**src/rfc_pkg.sv**
```systemverilog
// Shared types, constants and register indexes of the row FIR convolution core.
package rfc_pkg;

    // Field widths
    localparam int SAMPLE_W       = 16;
    localparam int COEF_W         = 16;
    localparam int OUT_W          = 24;
    localparam int FRAC_W         = 12;
    localparam int NUM_TAPS       = 7;
    localparam int TAP_IDX_W      = 3;
    localparam int H_W            = 2;

    // Widths sized for the largest supported half width of three
    localparam int SHIFT_W        = 3;
    localparam int NRES_W         = 3;
    localparam int REP_W          = 2;
    localparam int ROW_CNT_W      = 3;
    localparam logic [ROW_CNT_W-1:0] ROW_CNT_MAX = '1;

    // Request queue between front and back
    localparam int QUEUE_DEPTH    = 2;

    // Configuration port
    localparam int ADDR_W         = 5;
    localparam int DATA_W         = 32;

    typedef enum logic [2:0] {
        REG_HALF_WIDTH,
        REG_COEF_0,
        REG_COEF_1,
        REG_COEF_2,
        REG_COEF_3,
        REG_COEF_4,
        REG_COEF_5,
        REG_COEF_6
    } t_reg_idx;

    localparam logic [H_W-1:0] HALF_WIDTH_RST = 2'd2;
    localparam logic [NUM_TAPS-1:0][COEF_W-1:0] COEF_RST = {
        16'd0, 16'd0, 16'd0, 16'd0, 16'd4096, 16'd0, 16'd0
    };

    typedef struct packed {
        logic signed [SAMPLE_W-1:0] sample;
        logic                       row_end;
    } t_in;

    typedef struct packed {
        logic signed [OUT_W-1:0] filtered;
        logic                    last_of_run;
    } t_out;

    typedef struct packed {
        logic [H_W-1:0]                   half_width;
        logic [NUM_TAPS-1:0][COEF_W-1:0]  coef;
    } t_cfg;

    // Per-request control: first window offset, result count, half width
    typedef struct packed {
        logic [SHIFT_W-1:0] shift;
        logic [NRES_W-1:0]  n_res;
        logic [H_W-1:0]     h;
    } t_cmd;

endpackage

```
**src/rfc_queue.sv**
```systemverilog
// Short register queue carrying requests from the front end to the back end.
module rfc_queue #(
    parameter int W = 8
) (
    input  logic         i_clk,
    input  logic         i_rst_n,
    input  logic         i_push,
    input  logic [W-1:0] i_data,
    output logic         o_full,
    input  logic         i_pop,
    output logic         o_valid,
    output logic [W-1:0] o_data
);

    localparam int DEPTH = rfc_pkg::QUEUE_DEPTH;
    localparam int PTR_W = (DEPTH > 1) ? $clog2(DEPTH) : 1;
    localparam int CNT_W = $clog2(DEPTH + 1);

    logic [W-1:0]     r_mem [DEPTH];
    logic [PTR_W-1:0] r_wr_ptr;
    logic [PTR_W-1:0] r_rd_ptr;
    logic [CNT_W-1:0] r_count;

    assign o_full  = (r_count == CNT_W'(DEPTH));
    assign o_valid = (r_count != '0);
    assign o_data  = r_mem[r_rd_ptr];

    // Store requests
    always_ff @(posedge i_clk) begin
        if (i_push) begin
            r_mem[r_wr_ptr] <= i_data;
        end
    end

    // Advance pointers and fill level
    always_ff @(posedge i_clk) begin
        if (!i_rst_n) begin
            r_wr_ptr <= '0;
            r_rd_ptr <= '0;
            r_count  <= '0;
        end else begin
            if (i_push) begin
                r_wr_ptr <= (r_wr_ptr == PTR_W'(DEPTH - 1)) ? '0 : r_wr_ptr + PTR_W'(1);
            end
            if (i_pop) begin
                r_rd_ptr <= (r_rd_ptr == PTR_W'(DEPTH - 1)) ? '0 : r_rd_ptr + PTR_W'(1);
            end
            if (i_push && !i_pop) begin
                r_count <= r_count + CNT_W'(1);
            end else if (i_pop && !i_push) begin
                r_count <= r_count - CNT_W'(1);
            end
        end
    end

endmodule

```
**config.mk**
```make
export PLATFORM = sky130hd
export DESIGN_NAME = rfc_queue
export DESIGN_NICKNAME = d
export VERILOG_FILES = /design/src/rfc_pkg.sv /design/src/rfc_queue.sv
export SDC_FILE = /design/constraint.sdc
export NUM_CORES = 1
export LEC_CHECK = 0
export BUFFER_PORTS_ARGS = -buffer_cell sky130_fd_sc_hd__buf_2
export CAP_MARGIN = 15
export CORE_MARGIN = 2
export CORE_UTILIZATION = 52
export CTS_CLUSTER_DIAMETER = 200
export CTS_CLUSTER_SIZE = 30
export DETAILED_ROUTE_END_ITERATION = 7
export MAX_ROUTING_LAYER = met4
export PLACE_DENSITY_LB_ADDON = 0.3
export RECOVER_POWER = 50
export REMOVE_ABC_BUFFERS = 1
export SLEW_MARGIN = 10
export SYNTH_ARGS = -nofsm -noshare
export SYNTH_HDL_FRONTEND = slang
export SYNTH_SLANG_ARGS = --single-unit
```
**constraint.sdc**
```tcl
create_clock -name i_clk -period 1.95 [get_ports i_clk]
set_clock_uncertainty 0.2 [all_clocks]
set_input_delay 0.2925 -clock i_clk [delete_from_list [all_inputs] [get_ports i_clk]]
set_output_delay 0.2925 -clock i_clk [all_outputs]
set_load 0.02 [all_outputs]
```
==> metrics.md <==
| Metric | Value |
|---|---|
| Area contributors post-synth | `edfxtp_1, dfxtp_1, mux2_2` |
| Buf/Inv on CP | `1` |
| Slowest cell delay on critical path | `540 ps` |
| Netlist Area Pre-Place | `797.0 µm²` |
| Area growth syn-to-layout | `28.10%` |
| Ports | `22` |
| CTS max path bufs | `2` |
| Worst-margin pin slew | `488.3 ps` |
| Post-synth EDFFs | `16` |
| Synth top cells by count | `edfxtp_1, mux2_2, dfxtp_1` |
| Core footprint | `1471 µm²` |
| Largest family of logic cells by synthesized area | `multiplexers` |
| Register area share after synthesis | `72.84%` |
| Post_cts resized | `0` |
| Reg2Reg Depth | `2` |
| Most common cell in the netlist | `edfxtp_1` |
| Die height | `43.15 µm` |
| Crit path kind | `reg -> out` |
| GR Layer Usage met2 | `24.18%` |
| Simple-gate portion of the synthesized area | `7.378%` |
| Count of pins over their slew limit | `0` |
| Initial core utilization | `54.17%` |
| Worst slew margin | `67.45%` |
| Clk pin slew, worst setup/hold paths | `110 ps` |
| Share of cells above drive strength 1 | `36.25%` |
| Total grt overflow | `0` |
| Synth top area share | `60.28%` |
| Post-synthesis register bit count | `21` |
| Root Driver | `clkbuf_4` |
| GRT Max-Usage Layer | `met2` |
| Antenna diode count | `0` |
| DRT iter0 DRCs | `4` |
| Crit-path cells | `mux2_2 -> buf_2` |
| Chip Width | `43.15 µm` |
| # clock sinks | `21` |
| Via density | `4.823` |
| All-layer global routing usage | `16.73%` |
| Layout Nets | `94` |
| Routed via count | `463` |
| Synth Warn # | `0` |
| Global-route wire length before repair | `2194 µm` |
| Worst Hold Class | `in -> reg` |
| Clock Latency Late Sink | `290 ps` |
| Fmax | `536.1 MHz` |
| Met3 Usage GRT | `4.681%` |
| Adder-Cell Fraction of Synth Area | `1.570%` |
| Max Cap Viol | `0` |
| Synth Area in Compound Gates | `2.512%` |
| Routed WL per cell | `13.39 µm` |
| Hold_sp | `i_rst_n` |
| FP Rows | `14` |
| H-tree Lvls | `1` |
| Period utilization | `95.66%` |
| DIE AREA | `1862 µm²` |
| Yosys top cell by area | `edfxtp_1` |
| Placed cell area | `924.6 µm²` |
| CP Max Fanout | `8` |
| Vias in the first global route | `467` |
| Power, Total | `0.8739 mW` |
| Hold Crit Endpoint | `r_wr_ptr$_SDFFE_PN0P_` |
| Hold depth | `2` |
| Post-synthesis async set-or-reset flop share | `0%` |
| Final Setup Violations | `0` |
| Design Area, Final | `1021 µm²` |
| Data required, critical path | `1460 ps` |
| Max IR drop VDD | `555.8 µV` |
| 1st-pass router iterations | `3` |
| Crit path launch type | `flip-flop` |
| R2r startpoint | `r_wr_ptr$_SDFFE_PN0P_` |
| Unrepaired setup endpoints after global routing | `no` |
| Antenna violations before repair | `0` |
| Cts bufs inserted | `3` |
| Post-synthesis area per instance | `16.96 µm²` |
| TritonCTS clock tree | `done` |
| Sum of negative setup slack | `0 ps` |
| Distinct cells, synth | `16` |
| Flop-to-flop setup slack | `570 ps` |
| Status | `complete, no violations` |
| Final hold vios | `0` |
| Power per cell area | `856.0 nW/µm²` |
| Finished Core Util | `69.39%` |
| Residual DRC | `0` |
| Post-synthesis mux area share | `11.30%` |
| Final Wtd Congestion | `0.6270` |
| Synth Flop Type | `edfxtp_1` |
| Tmin final | `1865 ps` |
| CP top delay family | `flip-flops` |
| M1 GR Usage | `22.95%` |
| Post-Synth XOR/XNOR Area | `3.297%` |
| Crit. End Element | `primary output` |
| R2r endpoint | `r_mem[0][1]$_DFFE_PP_` |
| Slowest stage cell on the critical path | `dfxtp_1` |
| Total Wirelength | `1285 µm` |
| Largest net degree at the start of global routing | `13` |
| Final antenna-violating net count | `0` |
| Port Buffers | `21` |
| Crit path DAT | `1370 ps` |
| Post-Synthesis Cells | `47` |
| Leakage power total | `0.3995 nW` |
final cells by class:
| type | instances | area, µm² |
|---|---|---|
| fillers | 112 | 450.4 |
| repair buffers | 30 | 181.4 |
| flip-flops and latches | 21 | 580.6 |
| clock inverters | 1 | 5.005 |
| multi-input cells | 24 | 207.7 |
| well taps | 16 | 20.02 |
| clock buffers | 3 | 22.52 |
| inverters | 1 | 3.754 |
timing repair:
item,4_1_cts,5_1_grt
hold buffers,8,0
hold endpoints to repair,16,0
buffers inserted,0,0
logic make-up (layout without fill, tap and decap cells):
kind of cell               Yosys count  after routing
DFF                                 21             21
adders and majority gates            1              1
xor gates and xnor gates             3              3
AOI/OAI and AO/OA                    3              3
buffers and inverters                2             35
muxes                                8              8
and+or+nand+nor                      9              9
through the flow:
step / setup slack (ps) / hold WS, ps / cells
final: 84.56 / 54.99 / 96
after global routing: 23.55 / 45.91 / 96
after detailed placement: 412.8 / 286.6 / 84
after global placement: 415.1 / 279.3 / 84
after CTS: 73.14 / 52.12 / 96
after floorplan: 589.8 / 191.4 / 46
power by group:
part / internal (mW) / switching, mW
clock network: 0.0762 / 0.122
registers: 0.512 / 0.0173
logic: 0.0726 / 0.0740
total: 0.661 / 0.213
flip-flops by register name, summed over array words and instances (netlist names), named ones only:
register and cells:
r_mem 16, r_rd_ptr 1, r_wr_ptr 1, r_count 2
placed cells by master (no fill, tap or decap):
| cell type | instances |
|---|---|
| xnor2_1 | 1 |
| and2b_2 | 1 |
| mux2_2 | 8 |
| ha_1 | 1 |
| clkinv_2 | 1 |
| or2_2 | 1 |
| inv_1 | 1 |
| a21boi_1 | 1 |
| dlygate4sd3_1 | 8 |
| or3_1 | 1 |
| and2_1 | 1 |
| and2_0 | 3 |
| nor2b_1 | 2 |
| buf_2 | 15 |
| xor2_1 | 2 |
| o21a_1 | 1 |
| clkbuf_4 | 3 |
| dfxtp_1 | 5 |
| edfxtp_1 | 16 |
| o21ai_0 | 1 |
| clkbuf_1 | 7 |
routing by layer:
layer / vias to the layer above / part of all wire (%) / routed length, µm
li1: 236 / - / -
met4: 0 / 0.47 / 6
met5: - / 0 / 0
met1: 212 / 48 / 613
met3: 2 / 5.1 / 66
met2: 13 / 47 / 599
worst max-delay path by stage:
stage / end / depth (start not counted) / slack (ps) / from
6_report: o_data[3] / 2 / 80 / flip-flop
3_5_place_dp: o_data[5] / 2 / 410 / flip-flop
3_3_place_gp: o_data[7] / 2 / 420 / flip-flop
2_1_floorplan: o_data[0] / 1 / 590 / flip-flop
4_1_cts: o_data[5] / 2 / 70 / flip-flop
5_1_grt: o_data[2] / 2 / 20 / flip-flop
No activity file was read; power rests on OpenSTA's default activity.
