===== src/rfc_pkg.sv =====
// Shared types, constants and register indexes of the row FIR convolution core.
package rfc_pkg;

    // Field widths
    localparam int SAMPLE_W       = 16;
    localparam int COEF_W         = 16;
    localparam int OUT_W          = 24;
    localparam int FRAC_W         = 12;
    localparam int NUM_TAPS       = 7;
    localparam int TAP_IDX_W      = 3;
    localparam int H_W            = 2;

    // Widths sized for the largest supported half width of three
    localparam int SHIFT_W        = 3;
    localparam int NRES_W         = 3;
    localparam int REP_W          = 2;
    localparam int ROW_CNT_W      = 3;
    localparam logic [ROW_CNT_W-1:0] ROW_CNT_MAX = '1;

    // Request queue between front and back
    localparam int QUEUE_DEPTH    = 2;

    // Configuration port
    localparam int ADDR_W         = 5;
    localparam int DATA_W         = 32;

    typedef enum logic [2:0] {
        REG_HALF_WIDTH,
        REG_COEF_0,
        REG_COEF_1,
        REG_COEF_2,
        REG_COEF_3,
        REG_COEF_4,
        REG_COEF_5,
        REG_COEF_6
    } t_reg_idx;

    localparam logic [H_W-1:0] HALF_WIDTH_RST = 2'd2;
    localparam logic [NUM_TAPS-1:0][COEF_W-1:0] COEF_RST = {
        16'd0, 16'd0, 16'd0, 16'd0, 16'd4096, 16'd0, 16'd0
    };

    typedef struct packed {
        logic signed [SAMPLE_W-1:0] sample;
        logic                       row_end;
    } t_in;

    typedef struct packed {
        logic signed [OUT_W-1:0] filtered;
        logic                    last_of_run;
    } t_out;

    typedef struct packed {
        logic [H_W-1:0]                   half_width;
        logic [NUM_TAPS-1:0][COEF_W-1:0]  coef;
    } t_cfg;

    // Per-request control: first window offset, result count, half width
    typedef struct packed {
        logic [SHIFT_W-1:0] shift;
        logic [NRES_W-1:0]  n_res;
        logic [H_W-1:0]     h;
    } t_cmd;

endpackage


===== src/rfc_front.sv =====
// Front end: sample window, row position and classification of each pixel into a request.
module rfc_front #(
    parameter int MAX_HALF = 3
) (
    input  logic                  i_clk,
    input  logic                  i_rst_n,
    input  logic                  i_valid,
    input  rfc_pkg::t_in          i_data,
    output logic                  o_stall,
    input  rfc_pkg::t_cfg         i_cfg,
    input  logic                  i_q_full,
    output logic                  o_push,
    output logic [2*MAX_HALF:0][rfc_pkg::SAMPLE_W-1:0] o_lanes,
    output rfc_pkg::t_cmd         o_cmd
);

    localparam int WIN = 2 * MAX_HALF;

    logic [rfc_pkg::SAMPLE_W-1:0]  r_window [WIN];
    logic [rfc_pkg::ROW_CNT_W-1:0] r_row_count;

    logic                          accept;
    logic [rfc_pkg::H_W-1:0]       h;
    logic [rfc_pkg::ROW_CNT_W:0]   cnt_p1;
    logic [rfc_pkg::ROW_CNT_W:0]   h_p1;
    logic [rfc_pkg::NRES_W-1:0]    n_res;
    logic [rfc_pkg::SHIFT_W-1:0]   shift;

    assign o_stall = i_q_full;
    assign accept  = i_valid && !i_q_full;

    // Clamp the half width to what the window holds
    assign h = (i_cfg.half_width > rfc_pkg::H_W'(MAX_HALF)) ?
               rfc_pkg::H_W'(MAX_HALF) : i_cfg.half_width;

    assign cnt_p1 = {1'b0, r_row_count} + (rfc_pkg::ROW_CNT_W+1)'(1);
    assign h_p1   = (rfc_pkg::ROW_CNT_W+1)'(h) + (rfc_pkg::ROW_CNT_W+1)'(1);

    // Count results and locate the first output within the window
    always_comb begin
        if (i_data.row_end) begin
            n_res = (cnt_p1 < h_p1) ? rfc_pkg::NRES_W'(cnt_p1) : rfc_pkg::NRES_W'(h_p1);
            shift = rfc_pkg::SHIFT_W'(WIN + 1) - rfc_pkg::SHIFT_W'(n_res)
                  - rfc_pkg::SHIFT_W'(h);
        end else begin
            n_res = (r_row_count >= rfc_pkg::ROW_CNT_W'(h)) ?
                    rfc_pkg::NRES_W'(1) : rfc_pkg::NRES_W'(0);
            shift = rfc_pkg::SHIFT_W'(WIN) - rfc_pkg::SHIFT_W'({h, 1'b0});
        end
    end

    // Lay out oldest sample at lane 0, current sample at the top lane
    always_comb begin
        for (int j = 0; j < WIN; j++) begin
            o_lanes[j] = r_window[WIN-1-j];
        end
        o_lanes[WIN] = i_data.sample;
    end

    assign o_push      = accept && (n_res != '0);
    assign o_cmd.shift = shift;
    assign o_cmd.n_res = n_res;
    assign o_cmd.h     = h;

    // Advance the window, or drop it at a row end
    always_ff @(posedge i_clk) begin
        if (!i_rst_n) begin
            for (int j = 0; j < WIN; j++) begin
                r_window[j] <= '0;
            end
            r_row_count <= '0;
        end else if (accept) begin
            if (i_data.row_end) begin
                for (int j = 0; j < WIN; j++) begin
                    r_window[j] <= '0;
                end
                r_row_count <= '0;
            end else begin
                for (int j = 1; j < WIN; j++) begin
                    r_window[j] <= r_window[j-1];
                end
                r_window[0] <= i_data.sample;
                if (r_row_count != rfc_pkg::ROW_CNT_MAX) begin
                    r_row_count <= r_row_count + rfc_pkg::ROW_CNT_W'(1);
                end
            end
        end
    end

endmodule


===== config.mk =====
export PLATFORM = sky130hd
export DESIGN_NAME = rfc_front
export DESIGN_NICKNAME = d
export VERILOG_FILES = /design/src/rfc_pkg.sv /design/src/rfc_front.sv
export SDC_FILE = /design/constraint.sdc
export NUM_CORES = 1
export LEC_CHECK = 0
export BUFFER_PORTS_ARGS = -buffer_cell sky130_fd_sc_hd__buf_4
export CAP_MARGIN = 20
export CORE_ASPECT_RATIO = 1.4
export CORE_MARGIN = 5
export CORE_UTILIZATION = 44
export DETAILED_ROUTE_END_ITERATION = 8
export HOLD_SLACK_MARGIN = 0.03
export PLACE_DENSITY = 0.81
export SETUP_SLACK_MARGIN = 0.4
export SLEW_MARGIN = 40
export SYNTH_ARGS = -nofsm -noshare
export SYNTH_HDL_FRONTEND = slang
export SYNTH_SLANG_ARGS = --single-unit

===== constraint.sdc =====
create_clock -name i_clk -period 3.7 [get_ports i_clk]
set_input_delay 0.74 -clock i_clk [delete_from_list [all_inputs] [get_ports i_clk]]
set_output_delay 0.74 -clock i_clk [all_outputs]
set_load 0.01 [all_outputs]

==> results.sh <==
export IMPL_core_rowCount=42
export IMPL_core_area_mm2=0.009512
export IMPL_grt_max_degree=97
export IMPL_worstPathMaxFanout=4
export IMPL_netlist_area_mm2=0.004303
export IMPL_synthDominantCellAreaShare=0.6700
export IMPL_die_h_um=127.0
export IMPL_worst_setup_path_start_kind="primary input"
export IMPL_drive_above_1_share=0.5310
export IMPL_htree_num_levels=3
export IMPL_finalWirelength_um=8652
export IMPL_flow_area_growth_from_synthesis_pct=33.85
export IMPL_ant_nets=0
export IMPL_worst_ep_arrival_time_ps=2890
export IMPL_layout_setup_ws_ps=66.89
export IMPL_worst_slew_margin_rel=0.6030
export IMPL_slowest_stage="sky130_fd_sc_hd__fa_2"
export IMPL_dominantRegCellSynth="sky130_fd_sc_hd__edfxtp_1"
export IMPL_number_of_hold_violations_in_the_final_report=0
export IMPL_syn_warnings=0
export IMPL_min_period_over_period=0.9819
export IMPL_design_final_nets=560
export IMPL_sequence_of_cells_on_the_critical_path="buf_8 > ha_4 > inv_2 > ha_4 > nor2b_4 > o21ai_4 > nand2_4 > nor2_4 > a21oi_2 > ha_2 > fa_2 > inv_2 > a21oi_2 > o31a_1 > buf_6"
export IMPL_netlist_top_cell_by_area="sky130_fd_sc_hd__edfxtp_1"
export IMPL_cellPowerDensity_mw_per_mm2=429.9
export IMPL_io_buffers=144
export IMPL_ir_worst_vdd_mv=0.2722
export IMPL_fin_crit_ps=3633
export IMPL_via_per_inst=4.687
export IMPL_post_synth_num_cell_types=33
export IMPL_fin_worst_hold_slack_ps=550.9
export IMPL_data_required_time_at_the_worst_endpoint_ps=2960
export IMPL_max_slew_worst_pin_slew_ps=594.1
export IMPL_number_of_antenna_violations_at_the_first_check_in_global_routing=0
export IMPL_setup_viol=0
export IMPL_globalRouteTotalUtil=0.1447
export IMPL_floorplan_initialDensity=0.4524
export IMPL_layout_cells_non_filler=552
export IMPL_ys_top_cells_by_count="96 x sky130_fd_sc_hd__edfxtp_1, 60 x sky130_fd_sc_hd__and2_1, 37 x sky130_fd_sc_hd__and2_4, 19 x sky130_fd_sc_hd__buf_4, 9 x sky130_fd_sc_hd__ha_1"
export IMPL_fmaxAchievable_mhz=275.2
export IMPL_final_core_util=0.6055
export IMPL_layout_cell_area_non_filler_mm2=0.005759
export IMPL_gp_routability_congestion=0.9038
export IMPL_detailed_place_hpwl_um=6099
export IMPL_synth_seq_area_share=0.6839
export IMPL_tritoncts="built"
export IMPL_placedInstanceArea_mm2=0.005414
export IMPL_antenna_diode_count=0
export IMPL_p_total_mw=2.476
export IMPL_die_width_um=93.58
export IMPL_synth_net_count=427
export IMPL_worst_path_dominant_cell_family="adder cells"
export IMPL_hp_class="flip-flop to flip-flop"
export IMPL_first_global_vias=2697
export IMPL_die_area_mm2=0.01189
export IMPL_route_detailed_drc=0
export IMPL_top_level_port_count=257
export IMPL_tritoncts_num_buffers=9
export IMPL_ys_top_cells_by_area="sky130_fd_sc_hd__edfxtp_1 67%, sky130_fd_sc_hd__and2_1 8.7%, sky130_fd_sc_hd__and2_4 7.5%"
export IMPL_worst_setup_hold_path_clk_slew_ps=60
export IMPL_run_status="completed"
export IMPL_synth_edff_count=96
export IMPL_finalClockSkew_ps=5.225
export IMPL_ctsLongestPathBuffers=2
export IMPL_holdBufCountCts=0
export IMPL_critPathBufInv=4
export IMPL_post_place_ws_ps=-41.30
export IMPL_crit_type="primary input to output pin"
export IMPL_final_global_route_overflow_total=0
export IMPL_cell_count_after_synthesis=282
export IMPL_ys_async_sr_fraction=0
export IMPL_finalSetupTns_ps=0
export IMPL_maxSlewViolCount=0
export IMPL_ys_ff_latch=99
export IMPL_p_leak_nw=2.489
export IMPL_clkSinkCount=99
export IMPL_clkLatencyLatePin_ps=340
export IMPL_num_vias=2587
export IMPL_wl_per_cell_um=15.67
export IMPL_drt_initial_drc_count=99
export IMPL_cap_violations=0
export IMPL_most_common_cell_in_the_synthesized_netlist="sky130_fd_sc_hd__edfxtp_1"
export IMPL_global_route_wire_length_before_repair_um=13340
export IMPL_drt_pre_antenna_iters=5
export IMPL_place_inst=533
export IMPL_stage_delay_of_the_slowest_cell_on_the_critical_path_ps=380
export IMPL_unrepaired_setup_endpoints_after_global_routing="yes"
export IMPL_syn_area_per_cell_um2=15.26
export IMPL_clock_tree_root_cell="sky130_fd_sc_hd__clkbuf_16"
export IMPL_crit_path_end_kind="output pin"
## final timing paths
| kind | cells past startpoint | slack, ps | from | end |
|---|---|---|---|---|
| hold reg to reg | 1 | 550 | r_window[0][74] | r_window[0][90] |
| setup / recovery | 15 | 70 | i_cfg[113] | o_cmd[7] |
| hold / removal | 1 | 550 | r_window[0][74] | r_window[0][90] |
| setup reg to reg | 5 | 2390 | r_row_count[0] | r_row_count[0] |
## worst register-to-register path, cell delays in order, from the launching register on
cell and delay [ps]:
sky130_fd_sc_hd__dfxtp_2 340, sky130_fd_sc_hd__ha_2 200, sky130_fd_sc_hd__ha_4 150, sky130_fd_sc_hd__nor3_1 290, sky130_fd_sc_hd__mux2i_1 140, sky130_fd_sc_hd__nor2b_1 110
## repair_timing
item	4_1_cts	5_1_grt
endpoints found under the setup margin	2	4
gates resized for setup	8	7
setup buffers	3	0
endpoints found under the hold margin	0	0
pin swaps	6	1
## per-layer routing
| layer | wire (um) | track usage |
|---|---|---|
| met5 | 0 | 0 |
| met4 | 201 | 0.06888 |
| met3 | 1321 | 0.08118 |
| met2 | 3912 | 0.2178 |
| met1 | 3217 | 0.1670 |
## logic make-up (layout without fill, tap and decap cells)
family                   count (synthesis)  count (layout)  synth area share
AO/OA/AOI/OAI                           14              14           0.02559
adder cells (fa/ha/maj)                 10              10           0.03082
buffers and inverters                   37             175           0.06106
flip-flops                              99              99            0.6839
multiplexers                             4               4           0.01047
AND/OR/NAND/NOR                        118             118            0.1881
## state kept, by name, summed over array words and instances, names as in the netlist
name / count
r_window: 96
r_row_count: 3
## final cells by class
cell class | instances | area (um2)
timing repair buffer | 152 | 1160
sequential | 99 | 2945
clock inverter | 5 | 30.03
multi-input combinational | 146 | 1200
inverter | 7 | 26.28
clock buffer | 11 | 232.7
fill | 733 | 3752
tap | 132 | 165.2
## power breakdown
group / leakage [nW] / internal (mW) / switching, mW / total (mW)
Clock: 0.129 / 0.453 / 0.378 / 0.831
Sequential: 1.05 / 1.29 / 0.0293 / 1.32
Combinational: 1.31 / 0.163 / 0.158 / 0.321
Total: 2.49 / 1.91 / 0.565 / 2.48
## placed cells by master (no fill, tap or decap), drive strengths merged, types with 2 or more instances in the layout
cell	synthesis	routed
buf	25	152
a21o	2	2
clkbuf	5	11
clkinv	0	5
inv	7	7
a21oi	3	3
and2	97	97
nand2	4	4
ha	9	9
nand2b	2	2
and3	2	2
nor2	5	5
dfxtp	3	3
nor2b	5	5
mux2i	3	3
edfxtp	96	96
a22oi	2	2
Power figures use the tool's default switching activity.
