`config.mk`:
```
export PLATFORM = sky130hd
export DESIGN_NAME = rfc_cfg_regs
export DESIGN_NICKNAME = d
export VERILOG_FILES = /design/src/rfc_pkg.sv /design/src/rfc_cfg_regs.sv
export SDC_FILE = /design/constraint.sdc
export NUM_CORES = 1
export LEC_CHECK = 0
export ABC_CLOCK_PERIOD_IN_PS = 4000
export BUFFER_PORTS_ARGS = -buffer_cell sky130_fd_sc_hd__clkbuf_2
export CORE_MARGIN = 1
export CORE_UTILIZATION = 40
export DETAILED_ROUTE_END_ITERATION = 7
export MAX_ROUTING_LAYER = met4
export PLACE_DENSITY_LB_ADDON = 0.15
export SLEW_MARGIN = 20
export SYNTH_ARGS = -nofsm -noshare
export SYNTH_HDL_FRONTEND = slang
export SYNTH_SLANG_ARGS = --single-unit
```
`constraint.sdc`:
```
create_clock -name i_clk -period 4 [get_ports i_clk]
set_input_delay 0.6 -clock i_clk [delete_from_list [all_inputs] [get_ports i_clk]]
set_output_delay 0.6 -clock i_clk [all_outputs]
set_load 0.05 [all_outputs]
```
`src/rfc_pkg.sv`:
```
// Shared types, constants and register indexes of the row FIR convolution core.
package rfc_pkg;

    // Field widths
    localparam int SAMPLE_W       = 16;
    localparam int COEF_W         = 16;
    localparam int OUT_W          = 24;
    localparam int FRAC_W         = 12;
    localparam int NUM_TAPS       = 7;
    localparam int TAP_IDX_W      = 3;
    localparam int H_W            = 2;

    // Widths sized for the largest supported half width of three
    localparam int SHIFT_W        = 3;
    localparam int NRES_W         = 3;
    localparam int REP_W          = 2;
    localparam int ROW_CNT_W      = 3;
    localparam logic [ROW_CNT_W-1:0] ROW_CNT_MAX = '1;

    // Request queue between front and back
    localparam int QUEUE_DEPTH    = 2;

    // Configuration port
    localparam int ADDR_W         = 5;
    localparam int DATA_W         = 32;

    typedef enum logic [2:0] {
        REG_HALF_WIDTH,
        REG_COEF_0,
        REG_COEF_1,
        REG_COEF_2,
        REG_COEF_3,
        REG_COEF_4,
        REG_COEF_5,
        REG_COEF_6
    } t_reg_idx;

    localparam logic [H_W-1:0] HALF_WIDTH_RST = 2'd2;
    localparam logic [NUM_TAPS-1:0][COEF_W-1:0] COEF_RST = {
        16'd0, 16'd0, 16'd0, 16'd0, 16'd4096, 16'd0, 16'd0
    };

    typedef struct packed {
        logic signed [SAMPLE_W-1:0] sample;
        logic                       row_end;
    } t_in;

    typedef struct packed {
        logic signed [OUT_W-1:0] filtered;
        logic                    last_of_run;
    } t_out;

    typedef struct packed {
        logic [H_W-1:0]                   half_width;
        logic [NUM_TAPS-1:0][COEF_W-1:0]  coef;
    } t_cfg;

    // Per-request control: first window offset, result count, half width
    typedef struct packed {
        logic [SHIFT_W-1:0] shift;
        logic [NRES_W-1:0]  n_res;
        logic [H_W-1:0]     h;
    } t_cmd;

endpackage

```
`src/rfc_cfg_regs.sv`:
```
// APB register file holding the half width and the seven kernel taps.
module rfc_cfg_regs (
    input  logic                      i_clk,
    input  logic                      i_rst_n,
    input  logic                      psel,
    input  logic                      penable,
    input  logic                      pwrite,
    input  logic [rfc_pkg::ADDR_W-1:0] paddr,
    input  logic [rfc_pkg::DATA_W-1:0] pwdata,
    output logic [rfc_pkg::DATA_W-1:0] prdata,
    output logic                      pready,
    output rfc_pkg::t_cfg             o_cfg
);

    logic [rfc_pkg::H_W-1:0]                            r_half_width;
    logic [rfc_pkg::NUM_TAPS-1:0][rfc_pkg::COEF_W-1:0]  r_coef;
    rfc_pkg::t_reg_idx                                  reg_idx;
    logic [rfc_pkg::TAP_IDX_W-1:0]                      tap_idx;
    logic                                               wr_en;

    // Decode the register index from the word address
    assign reg_idx = rfc_pkg::t_reg_idx'(paddr[rfc_pkg::ADDR_W-1:2]);
    assign tap_idx = rfc_pkg::TAP_IDX_W'(paddr[rfc_pkg::ADDR_W-1:2])
                   - rfc_pkg::TAP_IDX_W'(rfc_pkg::REG_COEF_0);
    assign wr_en   = psel && penable && pwrite && pready;
    assign pready  = 1'b1;

    // Write registers
    always_ff @(posedge i_clk) begin
        if (!i_rst_n) begin
            r_half_width <= rfc_pkg::HALF_WIDTH_RST;
            r_coef       <= rfc_pkg::COEF_RST;
        end else if (wr_en) begin
            if (reg_idx == rfc_pkg::REG_HALF_WIDTH) begin
                r_half_width <= pwdata[rfc_pkg::H_W-1:0];
            end else begin
                r_coef[tap_idx] <= pwdata[rfc_pkg::COEF_W-1:0];
            end
        end
    end

    // Read back, taps sign extended
    always_comb begin
        if (reg_idx == rfc_pkg::REG_HALF_WIDTH) begin
            prdata = rfc_pkg::DATA_W'(r_half_width);
        end else begin
            prdata = rfc_pkg::DATA_W'($signed(r_coef[tap_idx]));
        end
    end

    assign o_cfg.half_width = r_half_width;
    assign o_cfg.coef       = r_coef;

endmodule

```
==> reports/qor.log <==
qor: detailed_routing.route.vias.total 5890
qor: clocking.cts_tree done
qor: place.io_buffers 169
qor: global_route.global_route_met2_utilization 42.8%
qor: critical_path.flop_to_flop_setup_slack 3.22 ns
qor: floorplanning.die_ar 15000 µm²
qor: timing.relSlewSlack 34.2%
qor: place.dp_cells 940
qor: global_route.first_global_vias 5321
qor: finish.nNetsFinal 823
qor: detailed_routing.ant_nets 0
qor: timing.min_period_over_period 83.6%
qor: synthesis.post_synth_inst_count 660
qor: synthesis.syn_area 5790 µm²
qor: finish.most_common_cell_after_layout_fill_and_taps_aside sky130_fd_sc_hd__clkbuf_2
qor: detailed_routing.route.detailed.vias_per_inst 6.06
qor: finish.area_growth 31.4%
qor: outcome.run_status complete, no violations
qor: critical_path.setup.worst_path.start_class primary input
qor: power_and_ir_drop.int_power 2.41 mW
qor: critical_path.criticalPathCategory primary input to output pin
qor: clocking.cts_setup_buffers 0
qor: finish.drive_gt1_share 32.3%
qor: floorplanning.placementRows 43
qor: power_and_ir_drop.maximum_vdd_drop 0.257 mV
qor: global_route.grtUsageTotal 28.5%
qor: timing.fin_worst_hold_slack 0.493 ns
qor: detailed_routing.detail_route.iter0.violations 629
qor: global_route.globalRouteOverflowTotal 0
qor: critical_path.worstPathMaxFanout 17
qor: synthesis.synth_xor_area_share 0.432%
qor: critical_path.cp_data_required_time 3.40 ns
qor: power_and_ir_drop.power_switching 0.917 mW
qor: global_route.most_used_routing_layer_in_global_routing met2
qor: timing.timing.setup.tns 0 ns
qor: floorplanning.initial_standard_cell_utilization_of_the_core 41.4%
qor: global_route.grt_pass1_wl 30900 µm
qor: place.final_weighted_congestion_of_routability_driven_global_placement 0.886
qor: global_route.antenna_violations_before_repair 0
qor: critical_path.category_of_the_worst_setup_path_capture_point output pin
qor: clocking.clock_path_buffers 2
qor: detailed_routing.drc 0
qor: floorplanning.placeableCoreArea 14000 µm²
qor: finish.final_core_util 54.4%
qor: timing.final_hold_viol_count 0
qor: global_route.global_route.usage.met3 5.16%
qor: power_and_ir_drop.seqPwrFrac 34.7%
qor: flow_run.max_cap_viol_count 0
qor: timing.finClkSkew 0 ns
qor: timing.slew_violations 0
qor: critical_path.cp_data_arrival_time 2.74 ns
qor: floorplanning.die_w 122 µm
qor: finish.instances_no_fill 972
qor: timing.timing.final.crit_period 3.34 ns
qor: clocking.cts_max_level 4
qor: global_route.groute.layer.met1.usage 38.2%
qor: synthesis.synthesis.area_per_instance 8.77 µm²
qor: finish.layout.cells.most_common_list 141 x sky130_fd_sc_hd__clkbuf_2, 118 x sky130_fd_sc_hd__nand3_1, 114 x sky130_fd_sc_hd__dfxtp_1, 108 x sky130_fd_sc_hd__a21boi_1, 81 x sky130_fd_sc_hd__o21ai_0
qor: timing.worstMarginPinSlew 0.985 ns
qor: worst_hold_path.worst_min_delay_path_class flip-flop to flip-flop
qor: synthesis.syn_nets 704
qor: synthesis.ys_ff_latch 114
qor: synthesis.synth_top_family_by_area compound AO/OA/AOI/OAI gates
qor: synthesis.synthesis_warnings 0
qor: power_and_ir_drop.power.leakage 2.97 nW
qor: synthesis.yosys.cell_types.count 36
qor: timing.fmax 299 MHz
qor: finish.insertedDiodeCount 0
qor: power_and_ir_drop.power_density 438 nW/µm²
qor: detailed_routing.wl 20700 µm
qor: clocking.cts.repair.resized 0
qor: power_and_ir_drop.clkPwrFrac 49.0%
qor: clocking.numCtsBuffers 17
qor: floorplanning.die_height 122 µm
qor: synthesis.seq_area_frac_synth 39.4%
qor: clocking.path_clk_slew 0.05 ns
qor: timing.rsz0062_at_grt no
qor: global_route.grt_start_max_net_pins 65
qor: power_and_ir_drop.p_sw_share 27.5%
qor: synthesis.synthMuxAreaShare 8.99%
qor: place.place.detailed.hpwl 14100 µm
qor: detailed_routing.first_pass_iters 5
qor: synthesis.synth-adder-area-share 0.432%
qor: clocking.clock_sink_count 114
qor: synthesis.synth-compound-area-share 28.1%
qor: synthesis.synth-simple-area-share 14.1%
qor: clocking.cts-hold-fix-buffers 0
qor: detailed_routing.wire_per_inst 21.3 µm
qor: clocking.clk_latency 0.42 ns
qor: power_and_ir_drop.comb_power_share 16.3%
qor: timing.setup_violations 0
qor: floorplanning.ios 189
qor: clocking.clock-root-buffer sky130_fd_sc_hd__clkbuf_16
## power by group through the flow
stage	sequential [mW]	clock (mW)	combinational, mW
after floorplan	1.21	0	0.330
after global placement	1.18	0	0.531
after detailed placement	1.18	0	0.536
after CTS	1.15	1.64	0.538
after global routing	1.15	1.69	0.564
final	1.15	1.63	0.543
## stage by stage
stage	setup WS (ns)	total power, mW	area (µm²)
after floorplan	0.0849	1.54	5790
after global placement	0.716	1.71	6960
after detailed placement	0.674	1.71	6960
after CTS	0.663	3.33	7600
after global routing	0.534	3.41	7610
final	0.656	3.33	7610
## layer usage
layer / up-vias / wire length (µm)
met3: 32 / 1610
met2: 319 / 9720
met4: 0 / 406
met1: 2899 / 8970
met5: - / 0
li1: 2640 / -
## sequential cells by signal (all words and copies together), names as in the netlist
register / cells
o_cfg: 112
r_half_width: 2
## logic make-up (layout without fill, tap and decap cells)
kind of cell    count (synthesis)  count (layout)
simple gates                  157             157
other cells                     1               1
flops                         114             114
buf+inv                        90             222
fa+ha+maj                       2               2
xor+xnor                        2               2
compound gates                253             253
mux                            41              41
## final timing paths
| kind | start | end | cells past startpoint |
|---|---|---|---|
| max reg2reg | o_cfg[69] | o_cfg[69] | 2 |
| max | paddr[2] | prdata[30] | 9 |
| min | o_cfg[39] | o_cfg[39] | 2 |
| min reg2reg | o_cfg[39] | o_cfg[39] | 2 |
## final cells by class
type                    count  area, µm²
inverters                   2       7.51
multi-input cells         456       3040
fillers                  1306       6380
well taps                 180        225
repair buffers            188       1410
flip-flops and latches    114       2280
clock buffers              25        526
clock inverters             7        119
## worst max-delay path, cell delays in order
cell and delay (ns):
sky130_fd_sc_hd__clkbuf_2 0.13, sky130_fd_sc_hd__inv_2 0.12, sky130_fd_sc_hd__ha_1 0.34, sky130_fd_sc_hd__buf_4 0.25
sky130_fd_sc_hd__mux2_2 0.36, sky130_fd_sc_hd__a221oi_1 0.29, sky130_fd_sc_hd__nor3_2 0.08, sky130_fd_sc_hd__buf_4 0.28
sky130_fd_sc_hd__clkbuf_2 0.28
## cell usage after synthesis
library cell | number | area share [%]
sky130_fd_sc_hd__inv_2 | 1 | 0.065
sky130_fd_sc_hd__mux2_2 | 18 | 3.5
sky130_fd_sc_hd__mux4_2 | 7 | 2.7
sky130_fd_sc_hd__nand2b_2 | 1 | 0.15
sky130_fd_sc_hd__xor2_2 | 1 | 0.28
sky130_fd_sc_hd__inv_1 | 1 | 0.065
sky130_fd_sc_hd__nor2b_4 | 1 | 0.24
sky130_fd_sc_hd__nand2_1 | 5 | 0.32
sky130_fd_sc_hd__buf_2 | 17 | 1.5
sky130_fd_sc_hd__a21boi_1 | 108 | 14
sky130_fd_sc_hd__dfxtp_1 | 114 | 39
sky130_fd_sc_hd__buf_6 | 6 | 1.2
sky130_fd_sc_hd__buf_1 | 1 | 0.065
sky130_fd_sc_hd__a221oi_1 | 7 | 1.1
sky130_fd_sc_hd__o22ai_1 | 7 | 0.76
sky130_fd_sc_hd__a21boi_0 | 4 | 0.52
sky130_fd_sc_hd__nand2b_1 | 2 | 0.22
sky130_fd_sc_hd__buf_4 | 23 | 3.0
sky130_fd_sc_hd__nand3_1 | 118 | 10
sky130_fd_sc_hd__clkbuf_2 | 2 | 0.17
sky130_fd_sc_hd__or3_1 | 2 | 0.22
sky130_fd_sc_hd__ha_1 | 2 | 0.43
sky130_fd_sc_hd__o21ai_0 | 81 | 7.0
sky130_fd_sc_hd__nor3_4 | 2 | 0.56
sky130_fd_sc_hd__and2_1 | 2 | 0.22
sky130_fd_sc_hd__nor3_1 | 10 | 0.86
sky130_fd_sc_hd__xnor2_1 | 1 | 0.15
sky130_fd_sc_hd__o21ai_1 | 33 | 2.9
sky130_fd_sc_hd__nor2_4 | 1 | 0.19
sky130_fd_sc_hd__nor2b_1 | 1 | 0.11
sky130_fd_sc_hd__a31oi_1 | 6 | 0.65
sky130_fd_sc_hd__mux2i_1 | 16 | 2.8
sky130_fd_sc_hd__clkbuf_1 | 39 | 2.5
sky130_fd_sc_hd__conb_1 | 1 | 0.065
sky130_fd_sc_hd__nor2_1 | 12 | 0.78
sky130_fd_sc_hd__a221o_1 | 7 | 1.2
(Power assumes the default switching activity.)
